## config.mk

```make
export PLATFORM = sky130hd
export DESIGN_NAME = gauge_needle_target_smoother
export DESIGN_NICKNAME = d
export VERILOG_FILES = /design/src/sv/gnts_pkg.sv /design/src/sv/gnts_mul.sv /design/src/sv/gnts_div.sv /design/src/sv/gauge_needle_target_smoother.sv
export SDC_FILE = /design/constraint.sdc
export NUM_CORES = 2
export LEC_CHECK = 0
export ABC_AREA = 0
export CORE_UTILIZATION = 65
export DETAILED_ROUTE_END_ITERATION = 6
export DONT_BUFFER_PORTS = 1
export GPL_TIMING_DRIVEN = 0
export MAX_ROUTING_LAYER = met4
export PLACE_DENSITY_LB_ADDON = 0.1
export SLEW_MARGIN = 20
export SYNTH_ARGS = -nofsm -noshare
export SYNTH_HDL_FRONTEND = slang
export SYNTH_HIERARCHICAL = 1
export SYNTH_SLANG_ARGS = --single-unit
```

## constraint.sdc

```tcl
create_clock -name clk -period 17.2 [get_ports clk]
set_input_delay 0 -clock clk [delete_from_list [all_inputs] [get_ports clk]]
set_output_delay 0 -clock clk [all_outputs]
set_load 0.005 [all_outputs]
```

## src/sv/gnts_pkg.sv

```systemverilog
package gnts_pkg;

    localparam int SPEED_BITS_DEF = 20;
    localparam int STEP_BITS_DEF  = 16;
    localparam int FRAC_BITS      = 5;
    localparam int JUMP_LIMIT     = 35;
    localparam int SPD_BITS       = 16;
    localparam int CFG_IDX_W      = 3;

    localparam int RST_MAX_RPM      = 128000;
    localparam int RST_MIN_STEPS    = 0;
    localparam int RST_MAX_STEPS    = 4095;
    localparam int RST_FAST_SPEED   = 3000;
    localparam int RST_NORMAL_SPEED = 800;

    typedef enum logic [CFG_IDX_W-1:0] {
        REG_MAX_RPM      = 3'd0,
        REG_MIN_STEPS    = 3'd1,
        REG_MAX_STEPS    = 3'd2,
        REG_FAST_SPEED   = 3'd3,
        REG_NORMAL_SPEED = 3'd4
    } cfg_idx_t;

    typedef enum logic [2:0] {
        ST_IDLE,
        ST_MUL_LO,
        ST_MUL_V,
        ST_SUM,
        ST_DIV,
        ST_EVAL,
        ST_OUT
    } state_t;

endpackage

```

## src/sv/gnts_mul.sv

```systemverilog
module gnts_mul #(
    parameter int A_W = 25,
    parameter int B_W = 17
) (
    input  logic                        clk,
    input  logic signed [A_W-1:0]       a,
    input  logic signed [B_W-1:0]       b,
    output logic signed [A_W+B_W-1:0]   p
);

    logic signed [A_W+B_W-1:0] p_reg;

    always_ff @(posedge clk)
    begin
        p_reg <= a * b;
    end

    assign p = p_reg;

endmodule

```

## src/sv/gnts_div.sv

```systemverilog
module gnts_div #(
    parameter int N_W = 42,
    parameter int D_W = 25,
    parameter int Q_W = 17
) (
    input  logic           clk,
    input  logic           rst_n,
    input  logic           start,
    input  logic [N_W-1:0] num,
    input  logic [D_W-1:0] den,
    output logic           done,
    output logic [Q_W-1:0] quo
);

    localparam int SH_W  = D_W + Q_W - 1;
    localparam int CNT_W = $clog2(Q_W + 1);

    logic [N_W-1:0]   rem_reg, rem_next;
    logic [SH_W-1:0]  dsh_reg, dsh_next;
    logic [Q_W-1:0]   quo_reg, quo_next;
    logic [CNT_W-1:0] cnt_reg, cnt_next;
    logic             busy_reg, busy_next;
    logic             done_reg, done_next;
    logic [N_W-1:0]   dsh_ext;
    logic             fits;

    assign dsh_ext = N_W'(dsh_reg);
    assign fits    = (rem_reg >= dsh_ext);

    always_comb
    begin
        rem_next  = rem_reg;
        dsh_next  = dsh_reg;
        quo_next  = quo_reg;
        cnt_next  = cnt_reg;
        busy_next = busy_reg;
        done_next = 1'b0;
        if (start)
        begin
            rem_next  = num;
            dsh_next  = SH_W'(den) << (Q_W - 1);
            quo_next  = '0;
            cnt_next  = CNT_W'(Q_W);
            busy_next = 1'b1;
        end
        else if (busy_reg)
        begin
            if (fits)
            begin
                rem_next = rem_reg - dsh_ext;
            end
            quo_next = {quo_reg[Q_W-2:0], fits};
            dsh_next = dsh_reg >> 1;
            cnt_next = cnt_reg - CNT_W'(1);
            if (cnt_reg == CNT_W'(1))
            begin
                busy_next = 1'b0;
                done_next = 1'b1;
            end
        end
    end

    always_ff @(posedge clk or negedge rst_n)
    begin
        if (!rst_n)
        begin
            busy_reg <= 1'b0;
            done_reg <= 1'b0;
            cnt_reg  <= '0;
        end
        else
        begin
            busy_reg <= busy_next;
            done_reg <= done_next;
            cnt_reg  <= cnt_next;
        end
    end

    always_ff @(posedge clk)
    begin
        rem_reg <= rem_next;
        dsh_reg <= dsh_next;
        quo_reg <= quo_next;
    end

    assign done = done_reg;
    assign quo  = quo_reg;

endmodule

```

## src/sv/gauge_needle_target_smoother.sv

```systemverilog
// Gauge needle target smoother.
// Input channel (in_valid/in_ready): one word holds a speed reading in 1/16 rpm,
// an invalid flag and the present motor step position.
// Output channel (out_valid/out_ready): one word per input word with the step
// target of the smoothed speed, the chosen step rate and the jump flag.
// Config port: cfg_we writes cfg_data into register cfg_index (0 max_rpm,
// 1 min_steps, 2 max_steps, 3 fast_speed, 4 normal_speed); other indexes ignored.
// Each word runs the speed-to-steps map twice (raw reading, then smoothed
// value) through one shared multiplier and one restoring divider that yields
// one quotient bit per cycle. Each map steps through MUL_LO, MUL_V, SUM, DIV
// and EVAL, and the second pass then goes on to OUT. No new word is accepted
// before the last one is finished: in_ready is high only while the sequencer
// is idle.
// A finished word is held in the output register; if the previous word was not
// yet taken, the sequencer waits there until out_ready frees the register.
// Reset loads the register defaults, clears the smoothed speed and drops
// out_valid.
module gauge_needle_target_smoother #(
    parameter int SPEED_BITS = gnts_pkg::SPEED_BITS_DEF,
    parameter int STEP_BITS  = gnts_pkg::STEP_BITS_DEF
) (
    input  logic                                clk,
    input  logic                                rst_n,
    input  logic                                cfg_we,
    input  logic [gnts_pkg::CFG_IDX_W-1:0]      cfg_index,
    input  logic [((SPEED_BITS-1) > STEP_BITS ? ((SPEED_BITS-1) > gnts_pkg::SPD_BITS ?
                   (SPEED_BITS-1) : gnts_pkg::SPD_BITS) : (STEP_BITS > gnts_pkg::SPD_BITS ?
                   STEP_BITS : gnts_pkg::SPD_BITS))-1:0] cfg_data,
    input  logic                                in_valid,
    output logic                                in_ready,
    input  logic signed [SPEED_BITS-1:0]        speed_reading,
    input  logic                                reading_invalid,
    input  logic signed [STEP_BITS-1:0]         motor_position,
    output logic                                out_valid,
    input  logic                                out_ready,
    output logic signed [STEP_BITS-1:0]         target_steps,
    output logic [gnts_pkg::SPD_BITS-1:0]       move_speed,
    output logic                                jumped
);

    localparam int RPM_BITS    = SPEED_BITS - 1;
    localparam int SMOOTH_BITS = RPM_BITS + gnts_pkg::FRAC_BITS;
    localparam int A_W         = SMOOTH_BITS + 1;
    localparam int B_W         = STEP_BITS + 1;
    localparam int PROD_W      = A_W + B_W;
    localparam int T_W         = PROD_W + 1;
    localparam int N_W         = T_W + 1;
    localparam int D_W         = SMOOTH_BITS + 1;
    localparam int Q_W         = STEP_BITS + 1;
    localparam int SPD_W       = gnts_pkg::SPD_BITS;

    gnts_pkg::state_t state_reg, state_next;

    logic [RPM_BITS-1:0]           max_rpm_reg;
    logic signed [STEP_BITS-1:0]   min_steps_reg;
    logic signed [STEP_BITS-1:0]   max_steps_reg;
    logic [SPD_W-1:0]              fast_speed_reg;
    logic [SPD_W-1:0]              normal_speed_reg;

    logic [SMOOTH_BITS-1:0]        smooth_reg, smooth_next;
    logic [SMOOTH_BITS-1:0]        cfx_reg, cfx_next;
    logic [SMOOTH_BITS-1:0]        v_reg, v_next;
    logic signed [STEP_BITS-1:0]   pos_reg, pos_next;
    logic                          pass_reg, pass_next;
    logic                          jump_reg, jump_next;
    logic signed [PROD_W-1:0]      acc_reg, acc_next;
    logic                          neg_reg, neg_next;
    logic signed [STEP_BITS-1:0]   tgt_reg, tgt_next;

    logic                          out_valid_reg, out_valid_next;
    logic signed [STEP_BITS-1:0]   out_tgt_reg, out_tgt_next;
    logic [SPD_W-1:0]              out_spd_reg, out_spd_next;
    logic                          out_jmp_reg, out_jmp_next;

    logic [RPM_BITS-1:0]           clamped;
    logic [SMOOTH_BITS-1:0]        full;
    logic signed [A_W-1:0]         mul_a;
    logic signed [B_W-1:0]         mul_b;
    logic signed [B_W-1:0]         span;
    logic signed [PROD_W-1:0]      prod;
    logic signed [T_W-1:0]         t_sum;
    logic [T_W-1:0]                t_mag;
    logic [N_W-1:0]                div_num;
    logic [D_W-1:0]                div_den;
    logic                          div_start;
    logic                          div_done;
    logic [Q_W-1:0]                div_quo;
    logic signed [Q_W:0]           q_signed;
    logic signed [STEP_BITS-1:0]   map_steps;
    logic signed [STEP_BITS:0]     step_gap;
    logic                          jump_now;
    logic signed [SMOOTH_BITS:0]   sdiff;
    logic signed [SMOOTH_BITS:0]   supd;
    logic [SMOOTH_BITS-1:0]        snew;

    // configuration
    always_ff @(posedge clk or negedge rst_n)
    begin
        if (!rst_n)
        begin
            max_rpm_reg      <= RPM_BITS'(gnts_pkg::RST_MAX_RPM);
            min_steps_reg    <= STEP_BITS'(gnts_pkg::RST_MIN_STEPS);
            max_steps_reg    <= STEP_BITS'(gnts_pkg::RST_MAX_STEPS);
            fast_speed_reg   <= SPD_W'(gnts_pkg::RST_FAST_SPEED);
            normal_speed_reg <= SPD_W'(gnts_pkg::RST_NORMAL_SPEED);
        end
        else if (cfg_we)
        begin
            case (gnts_pkg::cfg_idx_t'(cfg_index))
                gnts_pkg::REG_MAX_RPM:      max_rpm_reg      <= cfg_data[RPM_BITS-1:0];
                gnts_pkg::REG_MIN_STEPS:    min_steps_reg    <= cfg_data[STEP_BITS-1:0];
                gnts_pkg::REG_MAX_STEPS:    max_steps_reg    <= cfg_data[STEP_BITS-1:0];
                gnts_pkg::REG_FAST_SPEED:   fast_speed_reg   <= cfg_data[SPD_W-1:0];
                gnts_pkg::REG_NORMAL_SPEED: normal_speed_reg <= cfg_data[SPD_W-1:0];
                default: ;
            endcase
        end
    end

    // input clamp
    always_comb
    begin
        if (reading_invalid || speed_reading[SPEED_BITS-1])
        begin
            clamped = '0;
        end
        else if (speed_reading[RPM_BITS-1:0] > max_rpm_reg)
        begin
            clamped = max_rpm_reg;
        end
        else
        begin
            clamped = speed_reading[RPM_BITS-1:0];
        end
    end

    assign full = {max_rpm_reg, {gnts_pkg::FRAC_BITS{1'b0}}};
    assign span = $signed({max_steps_reg[STEP_BITS-1], max_steps_reg})
                - $signed({min_steps_reg[STEP_BITS-1], min_steps_reg});

    // shared multiplier: full*lo, then v*(hi-lo)
    always_comb
    begin
        if (state_reg == gnts_pkg::ST_MUL_LO)
        begin
            mul_a = $signed({1'b0, full});
            mul_b = $signed({min_steps_reg[STEP_BITS-1], min_steps_reg});
        end
        else
        begin
            mul_a = $signed({1'b0, v_reg});
            mul_b = span;
        end
    end

    gnts_mul #(
        .A_W (A_W),
        .B_W (B_W)
    ) u_mul (
        .clk (clk),
        .a   (mul_a),
        .b   (mul_b),
        .p   (prod)
    );

    assign t_sum   = T_W'(acc_reg) + T_W'(prod);
    assign t_mag   = t_sum[T_W-1] ? T_W'(-t_sum) : T_W'(t_sum);
    assign div_num = {t_mag, 1'b0} + N_W'(full);
    assign div_den = {full, 1'b0};
    assign div_start = (state_reg == gnts_pkg::ST_SUM);

    gnts_div #(
        .N_W (N_W),
        .D_W (D_W),
        .Q_W (Q_W)
    ) u_div (
        .clk   (clk),
        .rst_n (rst_n),
        .start (div_start),
        .num   (div_num),
        .den   (div_den),
        .done  (div_done),
        .quo   (div_quo)
    );

    assign q_signed  = neg_reg ? -$signed({1'b0, div_quo}) : $signed({1'b0, div_quo});
    assign map_steps = (max_rpm_reg == '0) ? min_steps_reg : q_signed[STEP_BITS-1:0];
    assign step_gap  = $signed({map_steps[STEP_BITS-1], map_steps})
                     - $signed({pos_reg[STEP_BITS-1], pos_reg});
    assign jump_now  = (step_gap > $signed((STEP_BITS+1)'(gnts_pkg::JUMP_LIMIT)))
                    || (step_gap < -$signed((STEP_BITS+1)'(gnts_pkg::JUMP_LIMIT)));
    assign sdiff     = $signed({1'b0, cfx_reg}) - $signed({1'b0, smooth_reg});
    assign supd      = $signed({1'b0, smooth_reg}) + (sdiff >>> 2);
    assign snew      = jump_now ? cfx_reg : supd[SMOOTH_BITS-1:0];

    always_comb
    begin
        state_next     = state_reg;
        smooth_next    = smooth_reg;
        cfx_next       = cfx_reg;
        v_next         = v_reg;
        pos_next       = pos_reg;
        pass_next      = pass_reg;
        jump_next      = jump_reg;
        acc_next       = acc_reg;
        neg_next       = neg_reg;
        tgt_next       = tgt_reg;
        out_valid_next = out_valid_reg;
        out_tgt_next   = out_tgt_reg;
        out_spd_next   = out_spd_reg;
        out_jmp_next   = out_jmp_reg;
        in_ready       = 1'b0;

        if (out_valid_reg && out_ready)
        begin
            out_valid_next = 1'b0;
        end

        case (state_reg)
            gnts_pkg::ST_IDLE:
            begin
                in_ready = 1'b1;
                if (in_valid)
                begin
                    cfx_next   = {clamped, {gnts_pkg::FRAC_BITS{1'b0}}};
                    v_next     = {clamped, {gnts_pkg::FRAC_BITS{1'b0}}};
                    pos_next   = motor_position;
                    pass_next  = 1'b0;
                    state_next = gnts_pkg::ST_MUL_LO;
                end
            end
            gnts_pkg::ST_MUL_LO:
            begin
                state_next = gnts_pkg::ST_MUL_V;
            end
            gnts_pkg::ST_MUL_V:
            begin
                acc_next   = prod;
                state_next = gnts_pkg::ST_SUM;
            end
            gnts_pkg::ST_SUM:
            begin
                neg_next   = t_sum[T_W-1];
                state_next = gnts_pkg::ST_DIV;
            end
            gnts_pkg::ST_DIV:
            begin
                if (div_done)
                begin
                    state_next = gnts_pkg::ST_EVAL;
                end
            end
            gnts_pkg::ST_EVAL:
            begin
                if (!pass_reg)
                begin
                    jump_next   = jump_now;
                    smooth_next = snew;
                    v_next      = (snew > full) ? full : snew;
                    pass_next   = 1'b1;
                    state_next  = gnts_pkg::ST_MUL_LO;
                end
                else
                begin
                    tgt_next   = map_steps;
                    state_next = gnts_pkg::ST_OUT;
                end
            end
            gnts_pkg::ST_OUT:
            begin
                if (!out_valid_reg || out_ready)
                begin
                    out_valid_next = 1'b1;
                    out_tgt_next   = tgt_reg;
                    out_spd_next   = jump_reg ? fast_speed_reg : normal_speed_reg;
                    out_jmp_next   = jump_reg;
                    state_next     = gnts_pkg::ST_IDLE;
                end
            end
            default:
            begin
                state_next = gnts_pkg::ST_IDLE;
            end
        endcase
    end

    always_ff @(posedge clk or negedge rst_n)
    begin
        if (!rst_n)
        begin
            state_reg     <= gnts_pkg::ST_IDLE;
            smooth_reg    <= '0;
            pass_reg      <= 1'b0;
            out_valid_reg <= 1'b0;
        end
        else
        begin
            state_reg     <= state_next;
            smooth_reg    <= smooth_next;
            pass_reg      <= pass_next;
            out_valid_reg <= out_valid_next;
        end
    end

    always_ff @(posedge clk)
    begin
        cfx_reg     <= cfx_next;
        v_reg       <= v_next;
        pos_reg     <= pos_next;
        jump_reg    <= jump_next;
        acc_reg     <= acc_next;
        neg_reg     <= neg_next;
        tgt_reg     <= tgt_next;
        out_tgt_reg <= out_tgt_next;
        out_spd_reg <= out_spd_next;
        out_jmp_reg <= out_jmp_next;
    end

    assign out_valid    = out_valid_reg;
    assign target_steps = out_tgt_reg;
    assign move_speed   = out_spd_reg;
    assign jumped       = out_jmp_reg;

endmodule
```

==> Yosys cells after proc, flatten, opt, wreduce, memory -nomap -nowiden <==
Index checks and enable logic that the tools add are counted.
{ "classes": {"reduce_logical": 24, "n_eq_ne": 15, "multipliers": 1, "mux": 37, "bitwise_logic": 1, "n_lt_le_gt_ge": 5, "n_addsub": 10} }
{ "op_table": {"columns": ["operator", "n"], "rows": [
  ["two-way mux 44 bit", 3],
  ["two-way mux 24 bit", 5],
  ["two-way mux 41 bit", 2],
  ["two-way mux 16 bit", 3],
  ["case mux 24 bit (2 select lines)", 1],
  ["adder 44 x 24 -> 44 bit", 1],
  ["greater-or-equal comparator 44 x 41 -> 1 bit", 1],
  ["subtractor 44 x 41 -> 44 bit", 1],
  ["adder 42 x 42 -> 43 bit", 1],
  ["two-way mux 43 bit", 1],
  ["negation 43 bit", 1],
  ["multiplier 25 x 17 -> 42 bit", 1],
  ["two-way mux 19 bit", 2],
  ["subtractor 16 x 16 -> 17 bit", 2],
  ["subtractor 24 x 24 -> 25 bit", 1],
  ["adder 24 x 23 -> 24 bit", 1],
  ["> comparator 24 bit", 1],
  ["AND reduction 2 bit", 11],
  ["case mux 3 bit (7 select lines)", 1],
  ["> comparator 19 bit", 1],
  ["logical NOT 19 bit", 1],
  ["> comparator 17 x 7 -> 1 bit (second input constant)", 1],
  ["< comparator 17 x 7 -> 1 bit (second input constant)", 1],
  ["two-way mux 17 bit", 1],
  ["other kinds (19)", 48]
]} }
{ "word_totals": {"output_inout_bits": 35, "ff_bits": 414, "input_bits": 64, "elab_cells": 120} }

==> Longest topological paths before layout <==
{ "depth": {"word_depth": 11, "depth_mapped": 41, "depth_no_buf": 39} }

==> Cells and area by module <==
Netlist, hierarchy kept.
{ "by_module_without_submodules": {"columns": ["module", "cells_per_inst", "seq_area_each_um2", "instances", "area_per_inst_um2"], "rows": [
  ["gauge_needle_target_smoother", 2194, 7402.1, 1, 20568.5],
  ["gnts_mul", 1719, 840.8, 1, 15907.8],
  ["gnts_div", 781, 2907.8, 1, 6993.0]
]} }

==> Least setup slack after synthesis <==
Ideal clock, no wire load.
{ "synth_timing": {"path_type": "flip-flop to flip-flop", "startpoint": "register max_steps_reg[2]", "endpoint": "register u_mul.p_reg[39] (netlist: u_mul/p[39])", "arrival_ns": 9.220, "stages_incl_launch_ff": 36, "setup_slack_ns": 7.907, "path_buffers": 1, "setup_ns": 0.073, "synth_period_minus_slack_ns": 9.293, "required_time_ns": 17.127, "cell_sequence": "dfstp_2 -> ha_1 -> nor2b_1 -> o21ai_0 -> a21boi_0 -> o21ai_0 -> a21boi_0 -> o21ai_0 -> a21boi_0 -> o21ai_0 -> a21boi_0 -> o21ai_0 -> nor2b_1 -> o21ai_0 -> o21ai_0 -> clkinv_1 -> buf_1 -> nor2_1 -> fa_1 -> fa_1 -> fa_1 -> fa_1 -> fa_1 -> inv_1 -> fa_1 -> inv_1 -> ha_1 -> and3_1 -> a221o_1 -> a21oi_1 -> o21ai_0 -> a31oi_2 -> o21ai_1 -> or4_1 -> a211o_1 -> o211ai_2"} }
{ "synth_via": {"elab_chain_cells": 3} }
{ "synth_rtl": {"columns": ["item", "line", "rtl"], "rows": [
  ["start: declaration", "gauge_needle_target_smoother.sv:56", "logic signed [STEP_BITS-1:0] max_steps_reg;"],
  ["start signal: assignment", "gauge_needle_target_smoother.sv:103", "max_steps_reg <= STEP_BITS'(gnts_pkg::RST_MAX_STEPS);"],
  ["start signal: assignment", "gauge_needle_target_smoother.sv:112", "gnts_pkg::REG_MAX_STEPS: max_steps_reg <= cfg_data[STEP_BITS-1:0];"],
  ["subtractor 16 x 16 -> 17 bit", "gauge_needle_target_smoother.sv:139", "- $signed({min_steps_reg[STEP_BITS-1], min_steps_reg});"],
  ["two-way mux 17 bit", "gauge_needle_target_smoother.sv:144", "if (state_reg == gnts_pkg::ST_MUL_LO)"],
  ["net mul_b[16]", "gauge_needle_target_smoother.sv:78", "logic signed [B_W-1:0] mul_b;"],
  ["multiplier 25 x 17 -> 42 bit", "gnts_mul.sv:15", "p_reg <= a * b;"],
  ["end signal: assignment", "gnts_mul.sv:15", null],
  ["end: declaration", "gnts_mul.sv:11", "logic signed [A_W+B_W-1:0] p_reg;"]
]} }
The timed path passes the listed nets, and every way through them passes these cells.
A chain may end at the register's enable or synchronous reset.

==> Final worst setup path <==
{ "layout_timing": {"startpoint": "register max_steps_reg[0]", "endpoint": "register u_mul.p_reg[39] (netlist: u_mul/p[39])"} }
Same word-level chain as after synthesis.

==> impl_metrics.tcl <==
set metrics [dict create \
    die-width_um 261 \
    tns_ns 0 \
    path_class "reg -> reg" \
    grt_overflow 0 \
    crit_fanout 10 \
    io_pins 99 \
    cts_root_buf "clkbuf_16" \
    cts_max_level 2 \
    required_ns 17.69 \
    slew_headroom_pct 18.5 \
    drt-initial-drc-count 3400 \
    totalWireLength_mm 126 \
    worstSetupStartpointType "flip-flop" \
    rrSetupSlack_ns 5.58 \
    syn_area_per_cell_um2 9.26 \
    maxCapViolCount 0 \
    routed_via_density 6.16 \
    netlist_area_um2 43400 \
    grt_pass1_wl_mm 197 \
    fillers 5018 \
    drt.antenna.violating_nets 0 \
    area_growth_pct 9.59 \
    die_y_um 261 \
    critPathSlowestCell "buf_1" \
    grt_antenna_before_repair 10 \
    post_cts_buffers 0 \
    arrival_ns 12.11 \
    mostFrequentLayoutCells "657 x inv_1, 518 x nand2_1, 422 x fa_1" \
    setup-violations-final 0 \
    min_path_type "in -> async" \
    register_area_um2 11100 \
    worstSkewPairLatency_ns 0.64 \
    fmax_mhz 86.1 \
    ys_warn_count 6 \
    rows 94 \
    drc 0 \
    clockBufferDepth 3 \
    grt_usage_pct 38.9 \
    fin_crit_sh_pct 67.6 \
    finalClockSkew_ns 0.0795 \
    largest_reg_flops 44 \
    drive_gt1_share_pct 6.62 \
    highest-signal-layer "met4" \
    worstMarginPinSlew_ns 1.21 \
    final_nets 5678 \
    core-area_um2 66000 \
    rr_worst_depth 38 \
    rsz0062_at_grt "no" \
    die_area_um2 67900 \
    timing_hold_violations_final 0 \
    multi_input_area_um2 29200 \
    gp_congestion 1.06 \
    cts_tree "built" \
    cts.sinks 414 \
    route.met2.wl_mm 56.7 \
    routedWlPerCell_um 21.7 \
    wl_met1_mm 49.0 \
    grt_start_max_net_pins 120 \
    drtPass1Iterations 6 \
    synthCells 4691 \
    portBuffers 0 \
    min_period_ns 11.62 \
    hold_buffers 108 \
    post_cts_resized 0 \
    path_clk_slew_ns 0.06 \
    outcome "completed" \
    grt_pass1_vias 35752 \
    met3_length_mm 12.4 \
    finalMaxSlewViolations 0 \
    num_vias 35645 \
    final_common_cell "inv_1" \
    numCtsBuffers 47 \
    dp_hpwl_mm 96.2 \
    endpoint_kind "flip-flop" \
    critPathMaxStageDelay_ns 0.64 \
    start_util_pct 65.8 \
]
-- final cells by class --
class / count / area share (%)
multi-input combinational: 3445 / 61.4
buffer: 186 / 1.54
tap: 864 / 2.27
sequential: 414 / 23.4
inverter: 660 / 5.20
clock inverter: 37 / 0.902
timing repair buffer: 120 / 2.65
antenna: 12 / 0.0631
clock buffer: 51 / 2.54
-- worst paths after layout --
| check | end | start |
|---|---|---|
| min in group clk | max_rpm_reg[17] | cfg_data[17] |
| max reg2reg | u_mul/p[39] | max_steps_reg[0] |
| min reg2reg | acc_reg[4] | u_mul/p[4] |
| max | u_mul/p[39] | max_steps_reg[0] |
| max in group asynchronous | max_steps_reg[14] | rst_n |
| min | min_steps_reg[3] | rst_n |
-- per-stage QoR --
step | instances | util [%] | setup WS, ns | cell area (um2) | hold slack, ns
detailed placement | 5581 | 67.9 | 6.08 | 44800 | -0.294
floorplan | 4705 | - | 7.91 | 43500 | -0.296
CTS | 5777 | 72.1 | 5.94 | 47600 | 0.000297
global placement | 5569 | 67.5 | 4.99 | 44600 | -0.294
finish | 5789 | 72.1 | 5.58 | 47600 | 0.0970
global route | 5789 | 72.1 | 4.95 | 47600 | 0.0650
-- layer usage --
layer  GRT usage (%)  up-vias
met3            9.51      484
met5               -        -
met4            19.6        0
met2            59.9     1704
li1                -    16227
met1            47.8    17230
-- critical path, delay by kind of cell, from the launching register on --
family | cells | cell delay, ns
fa+ha+maj | 9 | 4.16
compound gates | 18 | 4.48
flops | 1 | 0.52
simple gates | 5 | 1.14
buf+inv | 6 | 1.15
Power is not shown: default switching activity piles up to over one toggle a cycle in this logic, so the estimate is an artifact.
